**src/sv/twam_pkg.sv**
```systemverilog
// ----------------------------------------------------------------------------
// twam_pkg
// Shared constants, register codes and controller/datapath interface types.
// ----------------------------------------------------------------------------
package twam_pkg;

    localparam int WINDOW_LEN_DEF  = 65;
    localparam int GROUP_LEN_DEF   = 5;
    localparam int GROUP_COUNT_DEF = 13;
    localparam int CHANNELS        = 8;
    localparam int BOARD_CH        = 4;
    localparam int CFG_IDX_W       = 3;
    localparam int PEER_SUM_W      = 10;

    localparam logic [7:0] WARN_ABS_RST   = 8'd160;
    localparam logic [7:0] ALARM_ABS_RST  = 8'd180;
    localparam logic [7:0] WARN_DIFF_RST  = 8'd50;
    localparam logic [7:0] ALARM_DIFF_RST = 8'd65;
    localparam logic [7:0] RISE_RST       = 8'd15;
    localparam logic [7:0] RISE_ABS_RST   = 8'd130;
    localparam logic [7:0] FAULT_RST      = 8'd255;

    typedef enum logic [CFG_IDX_W-1:0] {
        REG_WARN_ABS   = 3'd0,
        REG_ALARM_ABS  = 3'd1,
        REG_WARN_DIFF  = 3'd2,
        REG_ALARM_DIFF = 3'd3,
        REG_RISE       = 3'd4,
        REG_RISE_ABS   = 3'd5,
        REG_FAULT      = 3'd6
    } cfg_reg_t;

    typedef enum logic [1:0] {
        DSEL_G1   = 2'd0,
        DSEL_GL2  = 2'd1,
        DSEL_GL1  = 2'd2,
        DSEL_PEER = 2'd3
    } div_sel_t;

    typedef struct packed {
        logic     capture;
        logic     write;
        logic     update;
        logic     eval_init;
        logic     walk_start;
        logic     walk_step;
        logic     cur_read;
        logic     div_start;
        div_sel_t div_sel;
        logic     store_div;
        logic     store_ch;
        logic     next_ch;
        logic     peer_start;
        logic     decide;
        logic     finish;
    } cmd_t;

    typedef struct packed {
        logic k_last;
        logic both_full;
        logic walk_last;
        logic div_done;
        logic ch_last;
        logic peer_none;
        logic out_free;
    } stat_t;

endpackage

```
**src/sv/twam_ctrl.sv**
```systemverilog
// ----------------------------------------------------------------------------
// twam_ctrl
// Sequencer: sample store, per-channel window walk, peer compare, result.
// ----------------------------------------------------------------------------
module twam_ctrl (
    input  logic             clk,
    input  logic             rst_n,
    input  logic             in_valid,
    output logic             in_ready,
    input  twam_pkg::stat_t  stat,
    output twam_pkg::cmd_t   cmd
);

    typedef enum logic [14:0] {
        S_IDLE   = 15'b000000000000001,
        S_WRITE  = 15'b000000000000010,
        S_UPDATE = 15'b000000000000100,
        S_CHECK  = 15'b000000000001000,
        S_WSTART = 15'b000000000010000,
        S_WALK   = 15'b000000000100000,
        S_CUR    = 15'b000000001000000,
        S_DRAIN  = 15'b000000010000000,
        S_DIV1   = 15'b000000100000000,
        S_DIV2   = 15'b000001000000000,
        S_DIV3   = 15'b000010000000000,
        S_PEER   = 15'b000100000000000,
        S_PDIV   = 15'b001000000000000,
        S_DECIDE = 15'b010000000000000,
        S_FINISH = 15'b100000000000000
    } state_t;

    state_t state_reg;
    state_t state_next;

    always_ff @(posedge clk or negedge rst_n)
    begin
        if (!rst_n)
            state_reg <= S_IDLE;
        else
            state_reg <= state_next;
    end

    assign in_ready = (state_reg == S_IDLE);

    always_comb
    begin
        state_next  = state_reg;
        cmd         = '0;
        cmd.div_sel = twam_pkg::DSEL_G1;
        case (state_reg)
            S_IDLE:
            begin
                if (in_valid)
                begin
                    cmd.capture = 1'b1;
                    state_next  = S_WRITE;
                end
            end
            S_WRITE:
            begin
                cmd.write = 1'b1;
                if (stat.k_last)
                    state_next = S_UPDATE;
            end
            S_UPDATE:
            begin
                cmd.update = 1'b1;
                state_next = S_CHECK;
            end
            S_CHECK:
            begin
                if (stat.both_full)
                begin
                    cmd.eval_init = 1'b1;
                    state_next    = S_WSTART;
                end
                else
                begin
                    state_next = S_IDLE;
                end
            end
            S_WSTART:
            begin
                cmd.walk_start = 1'b1;
                state_next     = S_WALK;
            end
            S_WALK:
            begin
                cmd.walk_step = 1'b1;
                if (stat.walk_last)
                    state_next = S_CUR;
            end
            S_CUR:
            begin
                cmd.cur_read = 1'b1;
                state_next   = S_DRAIN;
            end
            S_DRAIN:
            begin
                state_next = S_DIV1;
            end
            // group averages come from the reciprocal multiply, one per cycle
            S_DIV1:
            begin
                cmd.store_div = 1'b1;
                cmd.div_sel   = twam_pkg::DSEL_G1;
                state_next    = S_DIV2;
            end
            S_DIV2:
            begin
                cmd.div_sel   = twam_pkg::DSEL_GL2;
                cmd.store_div = 1'b1;
                state_next    = S_DIV3;
            end
            S_DIV3:
            begin
                cmd.div_sel  = twam_pkg::DSEL_GL1;
                cmd.store_ch = 1'b1;
                cmd.next_ch  = 1'b1;
                state_next   = stat.ch_last ? S_PEER : S_WSTART;
            end
            S_PEER:
            begin
                cmd.peer_start = 1'b1;
                cmd.div_sel    = twam_pkg::DSEL_PEER;
                if (stat.peer_none)
                begin
                    state_next = S_DECIDE;
                end
                else
                begin
                    cmd.div_start = 1'b1;
                    state_next    = S_PDIV;
                end
            end
            S_PDIV:
            begin
                cmd.div_sel = twam_pkg::DSEL_PEER;
                if (stat.div_done)
                begin
                    cmd.store_div = 1'b1;
                    state_next    = S_DECIDE;
                end
            end
            S_DECIDE:
            begin
                cmd.decide  = 1'b1;
                cmd.next_ch = 1'b1;
                state_next  = stat.ch_last ? S_FINISH : S_PEER;
            end
            S_FINISH:
            begin
                if (stat.out_free)
                begin
                    cmd.finish = 1'b1;
                    state_next = S_IDLE;
                end
            end
            default:
            begin
                state_next = S_IDLE;
            end
        endcase
    end

endmodule

```
**config.mk**
```make
export PLATFORM = sky130hd
export DESIGN_NAME = twam_ctrl
export DESIGN_NICKNAME = d
export VERILOG_FILES = /design/src/sv/twam_pkg.sv /design/src/sv/twam_ctrl.sv
export SDC_FILE = /design/constraint.sdc
export NUM_CORES = 1
export LEC_CHECK = 0
export BUFFER_PORTS_ARGS = -buffer_cell sky130_fd_sc_hd__clkbuf_2
export CAP_MARGIN = 10
export CELL_PAD_IN_SITES_DETAIL_PLACEMENT = 0
export CELL_PAD_IN_SITES_GLOBAL_PLACEMENT = 1
export CORE_AREA = 2 2 77 50
export CTS_BUF_LIST = sky130_fd_sc_hd__clkbuf_16
export DETAILED_ROUTE_END_ITERATION = 8
export DIE_AREA = 0 0 79 52
export PLACE_DENSITY = 0.78
export SETUP_SLACK_MARGIN = 0.3
export SLEW_MARGIN = 15
export SYNTH_ARGS = -nofsm -noshare
export SYNTH_HDL_FRONTEND = slang
export SYNTH_SLANG_ARGS = --single-unit
```
**constraint.sdc**
```tcl
create_clock -name clk -period 2.4 [get_ports clk]
set_clock_uncertainty 0.1 [all_clocks]
set_input_delay 0.12 -clock clk [delete_from_list [all_inputs] [get_ports clk]]
set_output_delay 0.12 -clock clk [all_outputs]
set_load 0.03 [all_outputs]
```
==> metrics.cfg <==
[synthesis]
synth_seq_area_share_pct=33.7
syn-num-nets=132
synth_largest_area_cell=dfrtp_1
ys_ff_latch=15
postSynth.asyncResetShare_pct=100
synth.distinct_cells=43
ys_warn_count=0
yosysMostFrequentCell=dfrtp_1
netlist_instances=122
synth_edf_count=0
synthTopCellsByArea=dfrtp_1, nor4_4, nor4b_1, nor2_1, nor4_1
synthTopCellsByCount=dfrtp_1, nor2_1, inv_1
syn-cell-area_um2=1120
synth_area_per_cell_um2=9.15
dominantRegCellSynth=dfrtp_1
synth_top_area_share_pct=31.4

[setup_path]
setup.worst_path.start=state_reg[3]$_DFFE_PN0P_
crit_required_ns=2.18
crit_path_end_kind=primary output
r2r-start=state_reg[0]$_DFFE_PN1P_
start_kind=flip-flop
path_class=flip-flop to primary output
worstPathArrival_ns=1.92
crit_fanout=4

[die]
die_w_um=79
die_h_um=52
ios=27
coreArea_um2=3450
rows=17
start_util_pct=32.4
design.die.area_um2=4110

[finish]
drive_above_1_share_pct=52.0
final_nets=186
area_growth_pct=58.5
antenna_cells=0
design_area_um2=1770
largest_reg_flops=15

[route]
firstDrtPassIters=4
drt_iter0_markers=93
antenna_left=0
wl_um=3840
vias=1218
drc=0
via_per_inst=5.49
wl_per_cell_um=17.3

[grt]
grt_remaining_overflow=0
grt.total_usage_pct=19.5
antenna_found_initial=0
grt_pass1_wl_um=5890
grt_max_degree=16
first_global_vias=1142

[sta]
worstMarginPinSlew_ns=0.418
rsz0062_at_grt=true
slew_viol_final=0
setup_tns_ns=0
slew_headroom_pct=71.7
max_freq_ghz=0.467
setup-violations-final=0
period_minus_slack_ns=2.14
fin_crit_sh_pct=89.2
finalHoldViolations=0

[clock_network]
clock_path_buffers=2
cts_buffers=3
worst_setup_hold_path_clk_slew_ns=0.05
htreeDepth=1
cts_tree=built
cts_root_buf=clkbuf_16
cts_sinks=15
clock_latency_ns=0.25

[place]
numPortBuffers=26
dpl_cell_area_um2=1320
hpwlAfterDp_um=2460
gp_congestion=0.823

[power_and_ir_drop]
peakVddDrop_mv=0.333
p_per_area_nw_per_um2=835
power.leakage_nw=0.781

[status]
status=completed

[min_path]
hold_path_class=input pin to flip-flop
min-delay-start=stat[1]

[job]
max_cap_viol_count=0

## final cells by class
cell class	instances	area (um2)
Clock buffer	3	75.1
Multi-Input combinational cell	93	786
Clock inverter	1	7.51
Fill cell	328	1680
Inverter	7	26.3
Timing Repair Buffer	56	430
Sequential cell	15	385
Tap cell	47	58.8
## power by group
group,switching (mW),internal [mW]
registers,0.0670,0.285
logic,0.377,0.406
clock network,0.116,0.225
## metal layers
layer | GRT usage (%) | wire (um)
met2 | 31.5 | 1800
met5 | 0 | 0
met4 | 6.32 | 78
met3 | 4.51 | 238
met1 | 25.9 | 1720
## per-stage QoR
stage                     util, %  cells  total power [mW]  setup slack [ns]  hold slack, ns
after floorplan                 -    122             0.696             0.303          -0.276
after global placement       38.3    193             0.796             0.300         -0.0340
after detailed placement     38.3    193             0.807             0.253         -0.0247
final                        51.3    222              1.48             0.258          0.0147
after global routing         51.3    222              1.54             0.199          0.0334
after CTS                    46.3    213              1.28             0.260         0.00662
## what timing repair did
action	in CTS	in global routing
resized for setup	19	38
pin swaps	13	8
buffers inserted	14	9
hold endpoints to repair	15	0
endpoints found under the setup margin	16	19
hold buffers	2	0
## cell families (layout without fill, tap and decap cells)
logic type             Yosys count  after routing  synth area share [%]
AND/OR/NAND/NOR                 66             66                  40.9
AO/OA/AOI/OAI                   20             20                  13.2
flip-flops                      15             15                  33.7
buffers and inverters           14             67                  6.62
XOR/XNOR                         7              7                  5.49
## layout by cell type, fill, tap and decap left out, types with 2 or more instances in the layout
| master | count |
|---|---|
| nand3_1 | 2 |
| nor4b_1 | 4 |
| nor4b_2 | 2 |
| o22ai_1 | 4 |
| dfrtp_2 | 7 |
| nand2b_1 | 4 |
| clkbuf_16 | 3 |
| o21ai_0 | 2 |
| nor4_1 | 2 |
| clkbuf_4 | 2 |
| clkbuf_2 | 13 |
| nor3b_1 | 2 |
| o32a_1 | 2 |
| dfrtp_1 | 7 |
| dlygate4sd3_1 | 2 |
| a31oi_1 | 2 |
| xnor2_1 | 4 |
| or4b_4 | 2 |
| nand2_1 | 5 |
| nor4_4 | 4 |
| nand3_4 | 2 |
| o21bai_1 | 2 |
| nand4_1 | 4 |
| inv_1 | 7 |
| buf_6 | 5 |
| nor2_1 | 9 |
| buf_4 | 32 |
| xor2_1 | 3 |
| o21ai_1 | 2 |
| nor4_2 | 3 |
| nor3_1 | 4 |
## path summary, 6_finish.rpt
path,end,slack (ns),depth (start not counted)
max,cmd[3],0.26,7
min,state_reg[13]$_DFFE_PN0P_,0.01,3
max reg2reg,state_reg[0]$_DFFE_PN1P_,0.37,7
min reg2reg,state_reg[8]$_DFFE_PN0P_,0.43,1
max in group asynchronous,state_reg[0]$_DFFE_PN1P_,1.63,2
min in group asynchronous,state_reg[10]$_DFFE_PN0P_,0.25,2
## critical path, cell delays in order (launching register included)
cell      delay, ns
dfrtp_2        0.43
nor4_4         0.26
buf_4          0.18
nand4_1        0.10
buf_4          0.16
buf_6          0.12
nor4_4         0.23
clkbuf_8       0.21
Power figures use the tool's default switching activity.
