$ cat src/sv/twam_pkg.sv
// ----------------------------------------------------------------------------
// twam_pkg
// Shared constants, register codes and controller/datapath interface types.
// ----------------------------------------------------------------------------
package twam_pkg;

    localparam int WINDOW_LEN_DEF  = 65;
    localparam int GROUP_LEN_DEF   = 5;
    localparam int GROUP_COUNT_DEF = 13;
    localparam int CHANNELS        = 8;
    localparam int BOARD_CH        = 4;
    localparam int CFG_IDX_W       = 3;
    localparam int PEER_SUM_W      = 10;

    localparam logic [7:0] WARN_ABS_RST   = 8'd160;
    localparam logic [7:0] ALARM_ABS_RST  = 8'd180;
    localparam logic [7:0] WARN_DIFF_RST  = 8'd50;
    localparam logic [7:0] ALARM_DIFF_RST = 8'd65;
    localparam logic [7:0] RISE_RST       = 8'd15;
    localparam logic [7:0] RISE_ABS_RST   = 8'd130;
    localparam logic [7:0] FAULT_RST      = 8'd255;

    typedef enum logic [CFG_IDX_W-1:0] {
        REG_WARN_ABS   = 3'd0,
        REG_ALARM_ABS  = 3'd1,
        REG_WARN_DIFF  = 3'd2,
        REG_ALARM_DIFF = 3'd3,
        REG_RISE       = 3'd4,
        REG_RISE_ABS   = 3'd5,
        REG_FAULT      = 3'd6
    } cfg_reg_t;

    typedef enum logic [1:0] {
        DSEL_G1   = 2'd0,
        DSEL_GL2  = 2'd1,
        DSEL_GL1  = 2'd2,
        DSEL_PEER = 2'd3
    } div_sel_t;

    typedef struct packed {
        logic     capture;
        logic     write;
        logic     update;
        logic     eval_init;
        logic     walk_start;
        logic     walk_step;
        logic     cur_read;
        logic     div_start;
        div_sel_t div_sel;
        logic     store_div;
        logic     store_ch;
        logic     next_ch;
        logic     peer_start;
        logic     decide;
        logic     finish;
    } cmd_t;

    typedef struct packed {
        logic k_last;
        logic both_full;
        logic walk_last;
        logic div_done;
        logic ch_last;
        logic peer_none;
        logic out_free;
    } stat_t;

endpackage

$ cat src/sv/twam_div.sv
// ----------------------------------------------------------------------------
// twam_div
// Restoring divider, one quotient bit per cycle.
// ----------------------------------------------------------------------------
module twam_div #(
    parameter int DIV_W = 11,
    parameter int DVS_W = 3
) (
    input  logic             clk,
    input  logic             rst_n,
    input  logic             start,
    input  logic [DIV_W-1:0] dividend,
    input  logic [DVS_W-1:0] divisor,
    output logic             done,
    output logic [DIV_W-1:0] quotient
);

    localparam int CNT_W = $clog2(DIV_W);

    logic             busy_reg;
    logic             done_reg;
    logic [CNT_W-1:0] cnt_reg;
    logic [DIV_W-1:0] q_reg;
    logic [DVS_W-1:0] rem_reg;

    logic [DVS_W:0]   shifted;
    logic             ge;
    logic [DVS_W:0]   diff_val;

    always_comb
    begin
        shifted  = {rem_reg, q_reg[DIV_W-1]};
        ge       = shifted >= {1'b0, divisor};
        diff_val = shifted - {1'b0, divisor};
    end

    always_ff @(posedge clk or negedge rst_n)
    begin
        if (!rst_n)
        begin
            busy_reg <= 1'b0;
            done_reg <= 1'b0;
            cnt_reg  <= '0;
        end
        else
        begin
            done_reg <= 1'b0;
            if (start)
            begin
                busy_reg <= 1'b1;
                cnt_reg  <= CNT_W'(DIV_W - 1);
            end
            else if (busy_reg)
            begin
                if (cnt_reg == '0)
                begin
                    busy_reg <= 1'b0;
                    done_reg <= 1'b1;
                end
                else
                begin
                    cnt_reg <= cnt_reg - 1'b1;
                end
            end
        end
    end

    always_ff @(posedge clk)
    begin
        if (start)
        begin
            q_reg   <= dividend;
            rem_reg <= '0;
        end
        else if (busy_reg)
        begin
            q_reg   <= {q_reg[DIV_W-2:0], ge};
            rem_reg <= ge ? diff_val[DVS_W-1:0] : shifted[DVS_W-1:0];
        end
    end

    assign done     = done_reg;
    assign quotient = q_reg;

endmodule

$ cat src/sv/twam_dp.sv
// ----------------------------------------------------------------------------
// twam_dp
// Datapath: window memory, fill/head tracking, group sums, divider,
// peer compare and threshold checks, config registers and output register.
// ----------------------------------------------------------------------------
module twam_dp #(
    parameter int WINDOW_LEN  = twam_pkg::WINDOW_LEN_DEF,
    parameter int GROUP_LEN   = twam_pkg::GROUP_LEN_DEF,
    parameter int GROUP_COUNT = twam_pkg::GROUP_COUNT_DEF
) (
    input  logic                           clk,
    input  logic                           rst_n,
    input  logic                           in_side,
    input  logic [31:0]                    in_temps,
    input  logic                           cfg_we,
    input  logic [twam_pkg::CFG_IDX_W-1:0] cfg_idx,
    input  logic [7:0]                     cfg_wdata,
    input  logic                           out_ready,
    output logic                           out_valid,
    output logic [15:0]                    out_data,
    input  twam_pkg::cmd_t                 cmd,
    output twam_pkg::stat_t                stat
);

    localparam int CH     = twam_pkg::CHANNELS;
    localparam int IDX_W  = $clog2(WINDOW_LEN);
    localparam int FILL_W = $clog2(WINDOW_LEN + 2);
    localparam int ADDR_W = $clog2(CH * WINDOW_LEN);
    localparam int SUM_W  = 8 + $clog2(GROUP_LEN + 1);
    localparam int T_W    = (GROUP_LEN > 1) ? $clog2(GROUP_LEN) : 1;
    localparam int G_W    = $clog2(GROUP_COUNT);
    localparam int PS_W   = twam_pkg::PEER_SUM_W;
    localparam int DIV_W  = (SUM_W > PS_W) ? SUM_W : PS_W;
    localparam int DVS_W  = ($clog2(GROUP_LEN + 1) > 2) ? $clog2(GROUP_LEN + 1) : 2;
    // x / GROUP_LEN == (x * RCP_M) >> RCP_S for every x below 2^SUM_W
    localparam int RCP_S  = SUM_W + 4;
    localparam int RCP_W  = RCP_S + 1;
    localparam int PROD_W = SUM_W + RCP_W;
    localparam logic [RCP_W-1:0] RCP_M = RCP_W'(((1 << RCP_S) + GROUP_LEN - 1) / GROUP_LEN);

    // config registers
    logic [7:0] warn_abs_reg, alarm_abs_reg, warn_diff_reg, alarm_diff_reg;
    logic [7:0] rise_lvl_reg, rise_abs_reg, fault_reg;

    always_ff @(posedge clk or negedge rst_n)
    begin
        if (!rst_n)
        begin
            warn_abs_reg   <= twam_pkg::WARN_ABS_RST;
            alarm_abs_reg  <= twam_pkg::ALARM_ABS_RST;
            warn_diff_reg  <= twam_pkg::WARN_DIFF_RST;
            alarm_diff_reg <= twam_pkg::ALARM_DIFF_RST;
            rise_lvl_reg   <= twam_pkg::RISE_RST;
            rise_abs_reg   <= twam_pkg::RISE_ABS_RST;
            fault_reg      <= twam_pkg::FAULT_RST;
        end
        else if (cfg_we)
        begin
            case (cfg_idx)
                twam_pkg::REG_WARN_ABS:   warn_abs_reg   <= cfg_wdata;
                twam_pkg::REG_ALARM_ABS:  alarm_abs_reg  <= cfg_wdata;
                twam_pkg::REG_WARN_DIFF:  warn_diff_reg  <= cfg_wdata;
                twam_pkg::REG_ALARM_DIFF: alarm_diff_reg <= cfg_wdata;
                twam_pkg::REG_RISE:       rise_lvl_reg   <= cfg_wdata;
                twam_pkg::REG_RISE_ABS:   rise_abs_reg   <= cfg_wdata;
                twam_pkg::REG_FAULT:      fault_reg      <= cfg_wdata;
                default: ;
            endcase
        end
    end

    function automatic logic [IDX_W-1:0] idx_inc(input logic [IDX_W-1:0] x);
        idx_inc = (x == IDX_W'(WINDOW_LEN - 1)) ? '0 : x + 1'b1;
    endfunction

    // captured word
    logic       side_reg;
    logic [7:0] temp_reg [4];
    logic [1:0] k_reg;

    always_ff @(posedge clk)
    begin
        if (cmd.capture)
        begin
            side_reg    <= in_side;
            temp_reg[0] <= in_temps[7:0];
            temp_reg[1] <= in_temps[15:8];
            temp_reg[2] <= in_temps[23:16];
            temp_reg[3] <= in_temps[31:24];
        end
    end

    // fill and head per board
    logic [FILL_W-1:0] fill0_reg, fill1_reg;
    logic [IDX_W-1:0]  head0_reg, head1_reg;
    logic [FILL_W-1:0] fill_sel;
    logic [IDX_W-1:0]  head_sel;

    assign fill_sel = side_reg ? fill1_reg : fill0_reg;
    assign head_sel = side_reg ? head1_reg : head0_reg;

    always_ff @(posedge clk or negedge rst_n)
    begin
        if (!rst_n)
        begin
            k_reg     <= '0;
            fill0_reg <= '0;
            fill1_reg <= '0;
            head0_reg <= '0;
            head1_reg <= '0;
        end
        else
        begin
            if (cmd.capture)
                k_reg <= '0;
            else if (cmd.write)
                k_reg <= k_reg + 1'b1;
            if (cmd.update && fill_sel <= FILL_W'(WINDOW_LEN))
            begin
                if (side_reg)
                begin
                    fill1_reg <= fill1_reg + 1'b1;
                    if (fill1_reg == FILL_W'(WINDOW_LEN))
                        head1_reg <= idx_inc(head1_reg);
                end
                else
                begin
                    fill0_reg <= fill0_reg + 1'b1;
                    if (fill0_reg == FILL_W'(WINDOW_LEN))
                        head0_reg <= idx_inc(head0_reg);
                end
            end
            if (cmd.eval_init)
            begin
                fill0_reg <= FILL_W'(WINDOW_LEN);
                fill1_reg <= FILL_W'(WINDOW_LEN);
            end
        end
    end

    // window memory
    logic [7:0]        mem [CH * WINDOW_LEN];
    logic [7:0]        rdata_reg;
    logic [2:0]        ch_reg;
    logic [IDX_W-1:0]  idx_reg;
    logic [IDX_W-1:0]  wr_idx;
    logic [IDX_W-1:0]  head_ch;
    logic [IDX_W-1:0]  cur_idx;
    logic [ADDR_W-1:0] wr_addr;
    logic [ADDR_W-1:0] rd_addr;
    logic              wr_en;

    assign wr_idx  = (fill_sel < FILL_W'(WINDOW_LEN)) ? fill_sel[IDX_W-1:0] : head_sel;
    assign wr_en   = cmd.write && (fill_sel <= FILL_W'(WINDOW_LEN));
    assign wr_addr = ADDR_W'({side_reg, k_reg}) * ADDR_W'(WINDOW_LEN) + ADDR_W'(wr_idx);
    assign head_ch = ch_reg[2] ? head1_reg : head0_reg;
    assign cur_idx = (head_ch == '0) ? IDX_W'(WINDOW_LEN - 1) : head_ch - 1'b1;
    assign rd_addr = ADDR_W'(ch_reg) * ADDR_W'(WINDOW_LEN)
                   + ADDR_W'(cmd.cur_read ? cur_idx : idx_reg);

    always_ff @(posedge clk)
    begin
        if (wr_en)
            mem[wr_addr] <= temp_reg[k_reg];
        if (cmd.walk_step || cmd.cur_read)
            rdata_reg <= mem[rd_addr];
    end

    // window walk
    logic [T_W-1:0]   t_reg;
    logic [G_W-1:0]   g_reg;
    logic             rv_reg, rcur_reg;
    logic [2:0]       rhit_reg;
    logic [SUM_W-1:0] s1_reg, s2_reg, s3_reg;
    logic [7:0]       curv_reg;
    logic             t_last;

    assign t_last = (t_reg == T_W'(GROUP_LEN - 1));

    always_ff @(posedge clk or negedge rst_n)
    begin
        if (!rst_n)
        begin
            rv_reg   <= 1'b0;
            rcur_reg <= 1'b0;
            ch_reg   <= '0;
        end
        else
        begin
            rv_reg   <= cmd.walk_step;
            rcur_reg <= cmd.cur_read;
            if (cmd.eval_init)
                ch_reg <= '0;
            else if (cmd.next_ch)
                ch_reg <= ch_reg + 1'b1;
        end
    end

    always_ff @(posedge clk)
    begin
        if (cmd.walk_start)
        begin
            idx_reg <= head_ch;
            t_reg   <= '0;
            g_reg   <= '0;
            s1_reg  <= '0;
            s2_reg  <= '0;
            s3_reg  <= '0;
        end
        else
        begin
            if (cmd.walk_step)
            begin
                idx_reg  <= idx_inc(idx_reg);
                rhit_reg <= {g_reg == G_W'(GROUP_COUNT - 1), g_reg == G_W'(GROUP_COUNT - 2),
                             g_reg == G_W'(1)};
                if (t_last)
                begin
                    t_reg <= '0;
                    g_reg <= g_reg + 1'b1;
                end
                else
                begin
                    t_reg <= t_reg + 1'b1;
                end
            end
            if (rv_reg)
            begin
                if (rhit_reg[0])
                    s1_reg <= s1_reg + SUM_W'(rdata_reg);
                if (rhit_reg[1])
                    s2_reg <= s2_reg + SUM_W'(rdata_reg);
                if (rhit_reg[2])
                    s3_reg <= s3_reg + SUM_W'(rdata_reg);
            end
        end
        if (rcur_reg)
            curv_reg <= rdata_reg;
    end

    // peer sum over the same board
    logic [7:0]      avgl2_arr [CH];
    logic [7:0]      rise_arr  [CH];
    logic [7:0]      cur_arr   [CH];
    logic [7:0]      flagged;
    logic [PS_W-1:0] psum;
    logic [1:0]      pcnt;
    logic [7:0]      avg_self;

    always_comb
    begin
        psum     = '0;
        pcnt     = '0;
        avg_self = '0;
        for (int p = 0; p < CH; p++)
        begin
            if (3'(p) == ch_reg)
                avg_self = avgl2_arr[p];
            else if (3'(p >> 2) == {2'b00, ch_reg[2]} && !flagged[p])
            begin
                psum = psum + PS_W'(avgl2_arr[p]);
                pcnt = pcnt + 1'b1;
            end
        end
    end

    // serial divider, peer mean only
    logic [DIV_W-1:0] dvd;
    logic [DVS_W-1:0] dvs;
    logic             div_done;
    logic [DIV_W-1:0] quot;
    logic [7:0]       q8;

    assign dvd = DIV_W'(psum);
    assign dvs = DVS_W'(pcnt);

    twam_div #(
        .DIV_W (DIV_W),
        .DVS_W (DVS_W)
    ) u_div (
        .clk      (clk),
        .rst_n    (rst_n),
        .start    (cmd.div_start),
        .dividend (dvd),
        .divisor  (dvs),
        .done     (div_done),
        .quotient (quot)
    );

    // group averages by reciprocal multiply
    logic [SUM_W-1:0]  gsum;
    logic [PROD_W-1:0] gprod;
    logic [7:0]        gavg;

    always_comb
    begin
        case (cmd.div_sel)
            twam_pkg::DSEL_G1:  gsum = s1_reg;
            twam_pkg::DSEL_GL2: gsum = s2_reg;
            default:            gsum = s3_reg;
        endcase
    end

    assign gprod = PROD_W'(gsum) * PROD_W'(RCP_M);
    assign gavg  = gprod[RCP_S +: 8];
    assign q8    = (cmd.div_sel == twam_pkg::DSEL_PEER) ? quot[7:0] : gavg;

    logic [7:0] a1_reg, a2_reg, diff_reg;

    always_ff @(posedge clk)
    begin
        if (cmd.store_div)
        begin
            case (cmd.div_sel)
                twam_pkg::DSEL_G1:   a1_reg   <= q8;
                twam_pkg::DSEL_GL2:  a2_reg   <= q8;
                twam_pkg::DSEL_PEER: diff_reg <= (avg_self >= q8) ? avg_self - q8
                                                                  : q8 - avg_self;
                default: ;
            endcase
        end
        if (cmd.peer_start)
            diff_reg <= '0;
        if (cmd.store_ch)
        begin
            avgl2_arr[ch_reg] <= a2_reg;
            rise_arr[ch_reg]  <= (q8 >= a1_reg) ? q8 - a1_reg : a1_reg - q8;
            cur_arr[ch_reg]   <= curv_reg;
        end
    end

    // threshold checks and result
    logic [7:0] warn_state_reg, alarm_state_reg;
    logic [7:0] wm_reg, am_reg;
    logic       out_valid_reg;
    logic [15:0] out_data_reg;
    logic [7:0] cur_ch;
    logic       w_bit, a_bit;

    assign flagged = warn_state_reg | alarm_state_reg;
    assign cur_ch  = cur_arr[ch_reg];

    always_comb
    begin
        w_bit = (cur_ch >= warn_abs_reg)
             || (diff_reg >= warn_diff_reg && diff_reg < alarm_diff_reg);
        a_bit = (diff_reg >= alarm_diff_reg) || (cur_ch >= alarm_abs_reg)
             || (rise_arr[ch_reg] >= rise_lvl_reg && cur_ch >= rise_abs_reg)
             || (cur_ch == fault_reg);
    end

    always_ff @(posedge clk or negedge rst_n)
    begin
        if (!rst_n)
        begin
            warn_state_reg  <= '0;
            alarm_state_reg <= '0;
            out_valid_reg   <= 1'b0;
        end
        else
        begin
            if (cmd.finish)
            begin
                warn_state_reg  <= wm_reg;
                alarm_state_reg <= am_reg;
                out_valid_reg   <= 1'b1;
            end
            else if (out_ready)
            begin
                out_valid_reg <= 1'b0;
            end
        end
    end

    always_ff @(posedge clk)
    begin
        if (cmd.eval_init)
        begin
            wm_reg <= '0;
            am_reg <= '0;
        end
        else if (cmd.decide)
        begin
            wm_reg[ch_reg] <= w_bit;
            am_reg[ch_reg] <= a_bit;
        end
        if (cmd.finish)
            out_data_reg <= {am_reg, wm_reg};
    end

    assign out_valid = out_valid_reg;
    assign out_data  = out_data_reg;

    always_comb
    begin
        stat.k_last    = (k_reg == 2'd3);
        stat.both_full = (fill0_reg == FILL_W'(WINDOW_LEN + 1))
                      && (fill1_reg == FILL_W'(WINDOW_LEN + 1));
        stat.walk_last = t_last && (g_reg == G_W'(GROUP_COUNT - 1));
        stat.div_done  = div_done;
        stat.ch_last   = (ch_reg == 3'd7);
        stat.peer_none = (pcnt == '0);
        stat.out_free  = !out_valid_reg || out_ready;
    end

endmodule

$ cat config.mk
export PLATFORM = sky130hd
export DESIGN_NAME = twam_dp
export DESIGN_NICKNAME = d
export VERILOG_FILES = /design/src/sv/twam_pkg.sv /design/src/sv/twam_div.sv /design/src/sv/twam_dp.sv
export SDC_FILE = /design/constraint.sdc
export NUM_CORES = 2
export LEC_CHECK = 0
export BUFFER_PORTS_ARGS = -buffer_cell sky130_fd_sc_hd__buf_4
export CORE_AREA = 2 2 660 530
export CTS_CLUSTER_DIAMETER = 120
export DETAILED_ROUTE_END_ITERATION = 7
export DIE_AREA = 0 0 662 532
export PLACE_DENSITY = 0.77
export REMOVE_ABC_BUFFERS = 1
export SYNTH_ARGS = -nofsm -noshare
export SYNTH_HDL_FRONTEND = slang
export SYNTH_MEMORY_MAX_BITS = 65536
export SYNTH_SLANG_ARGS = --single-unit
$ cat constraint.sdc
create_clock -name clk -period 17.05 [get_ports clk]
set_clock_uncertainty 0.15 [all_clocks]
set_input_delay 3.41 -clock clk [delete_from_list [all_inputs] [get_ports clk]]
set_output_delay 3.41 -clock clk [all_outputs]
set_load 0.005 [all_outputs]
==> impl_metrics.tcl <==
set metrics [dict create \
    status "finished, final reports clean" \
    cts_setup_buffers 0 \
    synthFlopType "edfxtp_1" \
    fmax_mhz 88.31 \
    cts.root.buffer_cell "clkbuf_16" \
    relSlewSlack_pct 2.385 \
    end_kind "flop" \
    cts-htree-levels 5 \
    setup_viol_count_final 0 \
    num_vias 98390 \
    hold_viol_final 0 \
    dp_slack_ns 5.052 \
    die_w_um 662 \
    synth_seq_area_share_pct 72.81 \
    rsz0062_at_grt "false" \
    cp_max_fo 16 \
    critical_path_class "in2reg" \
    required_ns 17.51 \
    sequentialPowerShare_pct 36.6 \
    ys_async_sr_fraction_pct 2.460 \
    worstSetupStartpointType "input pin" \
    drt-pass1-iter-count 7 \
    via_per_inst 6.690 \
    period_needed_ns 11.32 \
    finalWorstSetupSlack_ns 5.727 \
    die_area_um2 352200 \
    io-pin-count 88 \
    cpMaxStageDelayCell "fa_1" \
    yosysWarnings 0 \
    worstPathArrival_ns 11.78 \
    synth_area_per_cell_um2 19.74 \
    maxCapViolations 0 \
    period_share_pct 66.41 \
    final_area_um2 208900 \
    largest_reg_flops 4160 \
    clock_path_buffers 4 \
    top_register "mem" \
    dp_hpwl_um 293200 \
    crit_buf_inv 5 \
    grt_pass1_wl_um 694400 \
    gp_congestion 0.9483 \
    p_comb_share_pct 37.2 \
    clk_latency_ns 0.98 \
    nNetsFinal 10140 \
    synth_largest_area_cell "edfxtp_1" \
    grt_max_degree 202 \
    switching_share_pct 33.87 \
    antenna_found_initial 23 \
    leakagePower_nw 67.02 \
    synth_area_leaders "edfxtp_1 (71%), mux4_2 (16%), ha_1 (1.8%), nor2_1 (1.5%), dfrtp_1 (1.2%)" \
    drc 0 \
    grt_pass1_vias 97100 \
    clock-sinks 4635 \
    die-height_um 532 \
    drt_iter0_drc 15370 \
    power_frac_clock_pct 26.2 \
    power_switching_w 0.01230 \
    worstMarginPinSlew_ns 1.459 \
    holdBufCountCts 0 \
    coreArea_um2 345100 \
    syn_area_um2 189500 \
    power_density_nw_per_um2 173.9 \
    totalWireLength_um 479700 \
    yosysMostFrequentCell "edfxtp_1" \
    yosysUniqueCellTypes 89 \
    path_delay_family "compound AO/OA/AOI/OAI gates" \
    clkTransAtPathRegs_ns 0.06 \
    netlist_top_cells_count "edfxtp_1 (4453), mux4_2 (1316), nor2_1 (775)" \
    p_int_w 0.02402 \
    antenna_left 0 \
    dpl_cell_area_um2 195200 \
    synth-edff-count 4453 \
    ys_seq_elements 4635 \
    portBuffers 87 \
    numCtsBuffers 426 \
    nFillCells 22790 \
    grt_overflow 0 \
    slew_violations 0 \
    cts_resized 0 \
    ir_worst_vdd_mv 0.3206 \
    initial_core_util_pct 54.91 \
    synthDominantCellAreaShare_pct 70.57 \
    drive_above_1_share_pct 22.76 \
    area_growth_pct 10.24 \
    grt_usage_pct 27.13 \
    wl_per_cell_um 32.62 \
    worst_path_largest_cell_delay_ns 0.60 \
    syn-instance-count 9598 \
    rows 193 \
    hold_path.class "reg2reg" \
    cts_tree "built" \
]
[power by group through the flow]
stage	combinational, W	clock [W]	sequential, W
2_1_floorplan	0.0116	0	0.0136
3_3_place_gp	0.0129	0	0.0135
3_5_place_dp	0.0131	0	0.0135
4_1_cts	0.0133	0.00955	0.0133
5_1_grt	0.0140	0.00996	0.0133
6_report	0.0135	0.00952	0.0133
[cells by family (layout without fill, tap and decap cells)]
family	Yosys count	after routing	synth area share, %
fa+ha+maj	317	317	2.282
mux	1489	1489	16.60
flops	4635	4635	72.81
simple gates	1565	1565	3.592
xor+xnor	130	130	0.6167
compound gates	733	733	2.532
other cells	0	9	0
buf+inv	729	1246	1.566
[routing by layer]
layer / part of all wire [%] / up-vias / track usage [%] / wire length (µm)
met3: 13 / 943 / 7.021 / 61630
li1: - / 39300 / - / -
met4: 3.8 / 14 / 8.906 / 18310
met1: 38 / 51080 / 39.50 / 180200
met2: 46 / 7049 / 40.51 / 219400
met5: 0.017 / - / 0 / 83
[path summary, 6_finish.rpt]
| path | start | endpoint | slack (ns) | cells past startpoint |
|---|---|---|---|---|
| min in group asynchronous | rst_n | out_valid$_DFFE_PN0P_ | 2.40 | 1 |
| min | am_reg[5]$_SDFFE_PP0P_ | out_data[13]$_DFFE_PP_ | 0.31 | 0 |
| max reg2reg | ch_reg[1]$_DFFE_PN0P_ | u_div.quotient[9]$_DFFE_PP_ | 5.79 | 50 |
| max in group asynchronous | rst_n | ch_reg[2]$_DFFE_PN0P_ | 12.91 | 2 |
| min reg2reg | am_reg[5]$_SDFFE_PP0P_ | out_data[13]$_DFFE_PP_ | 0.31 | 0 |
| max | cmd[6] | rise_arr[2][5]$_DFFE_PP_ | 5.73 | 33 |
[per-stage QoR]
| stage | std cells | TNS (ns) | util [%] | total power, W | hold WS (ns) |
|---|---|---|---|---|---|
| after floorplan | 9102 | -225.52 | - | 0.02515 | 0.2739 |
| after global placement | 13920 | 0 | 56.56 | 0.02640 | 0.2916 |
| after detailed placement | 13920 | 0 | 56.56 | 0.02664 | 0.2914 |
| after CTS | 14700 | 0 | 60.53 | 0.03612 | 0.3048 |
| after global routing | 14700 | 0 | 60.53 | 0.03729 | 0.3186 |
| final | 14710 | 0 | 60.53 | 0.03632 | 0.3105 |
[layout by cell type (no fill, tap or decap), types with 25 or more instances in the layout]
cell	n
nor2b_1	37
clkbuf_16	430
dfstp_2	25
dfrtp_1	88
fa_1	47
bufinv_16	43
ha_1	266
mux4_2	1308
inv_1	230
edfxtp_1	4453
clkinv_2	79
nor3_1	55
o21a_1	27
xor2_1	50
and2_1	61
o21ai_0	177
and3_1	32
nor2_1	771
clkbuf_1	77
a22oi_1	41
clkinv_1	98
xnor2_1	75
a31oi_1	33
nand2b_1	27
buf_4	222
nand3_1	59
a21oi_1	156
mux2_2	65
mux2i_1	107
a21o_1	52
a211oi_1	78
dfxtp_1	68
nand2_1	414
[worst reg2reg max path, delay by kind of cell, from the launching register on]
kind / cells / cell delay [ns]
AOI/OAI and AO/OA: 25 / 4.29
xor gates and xnor gates: 1 / 0.09
adders and majority gates: 9 / 3.02
buffers and inverters: 6 / 1.38
DFF: 1 / 0.32
muxes: 2 / 0.59
and+or+nand+nor: 7 / 1.16
[area by class of cell]
type                            instances  area (µm²)  area share, %
Sequential cell                      4635      138000          66.05
Multi-Input combinational cell       4234       48710          23.32
Clock buffer                          514       11150          5.336
Tap cell                             4582        5733          2.745
Clock inverter                        265        2532          1.212
Timing Repair Buffer                  234        1907         0.9129
Inverter                              233       874.6         0.4187
Antenna cell                            9       22.52        0.01078
(Power assumes the default switching activity.)
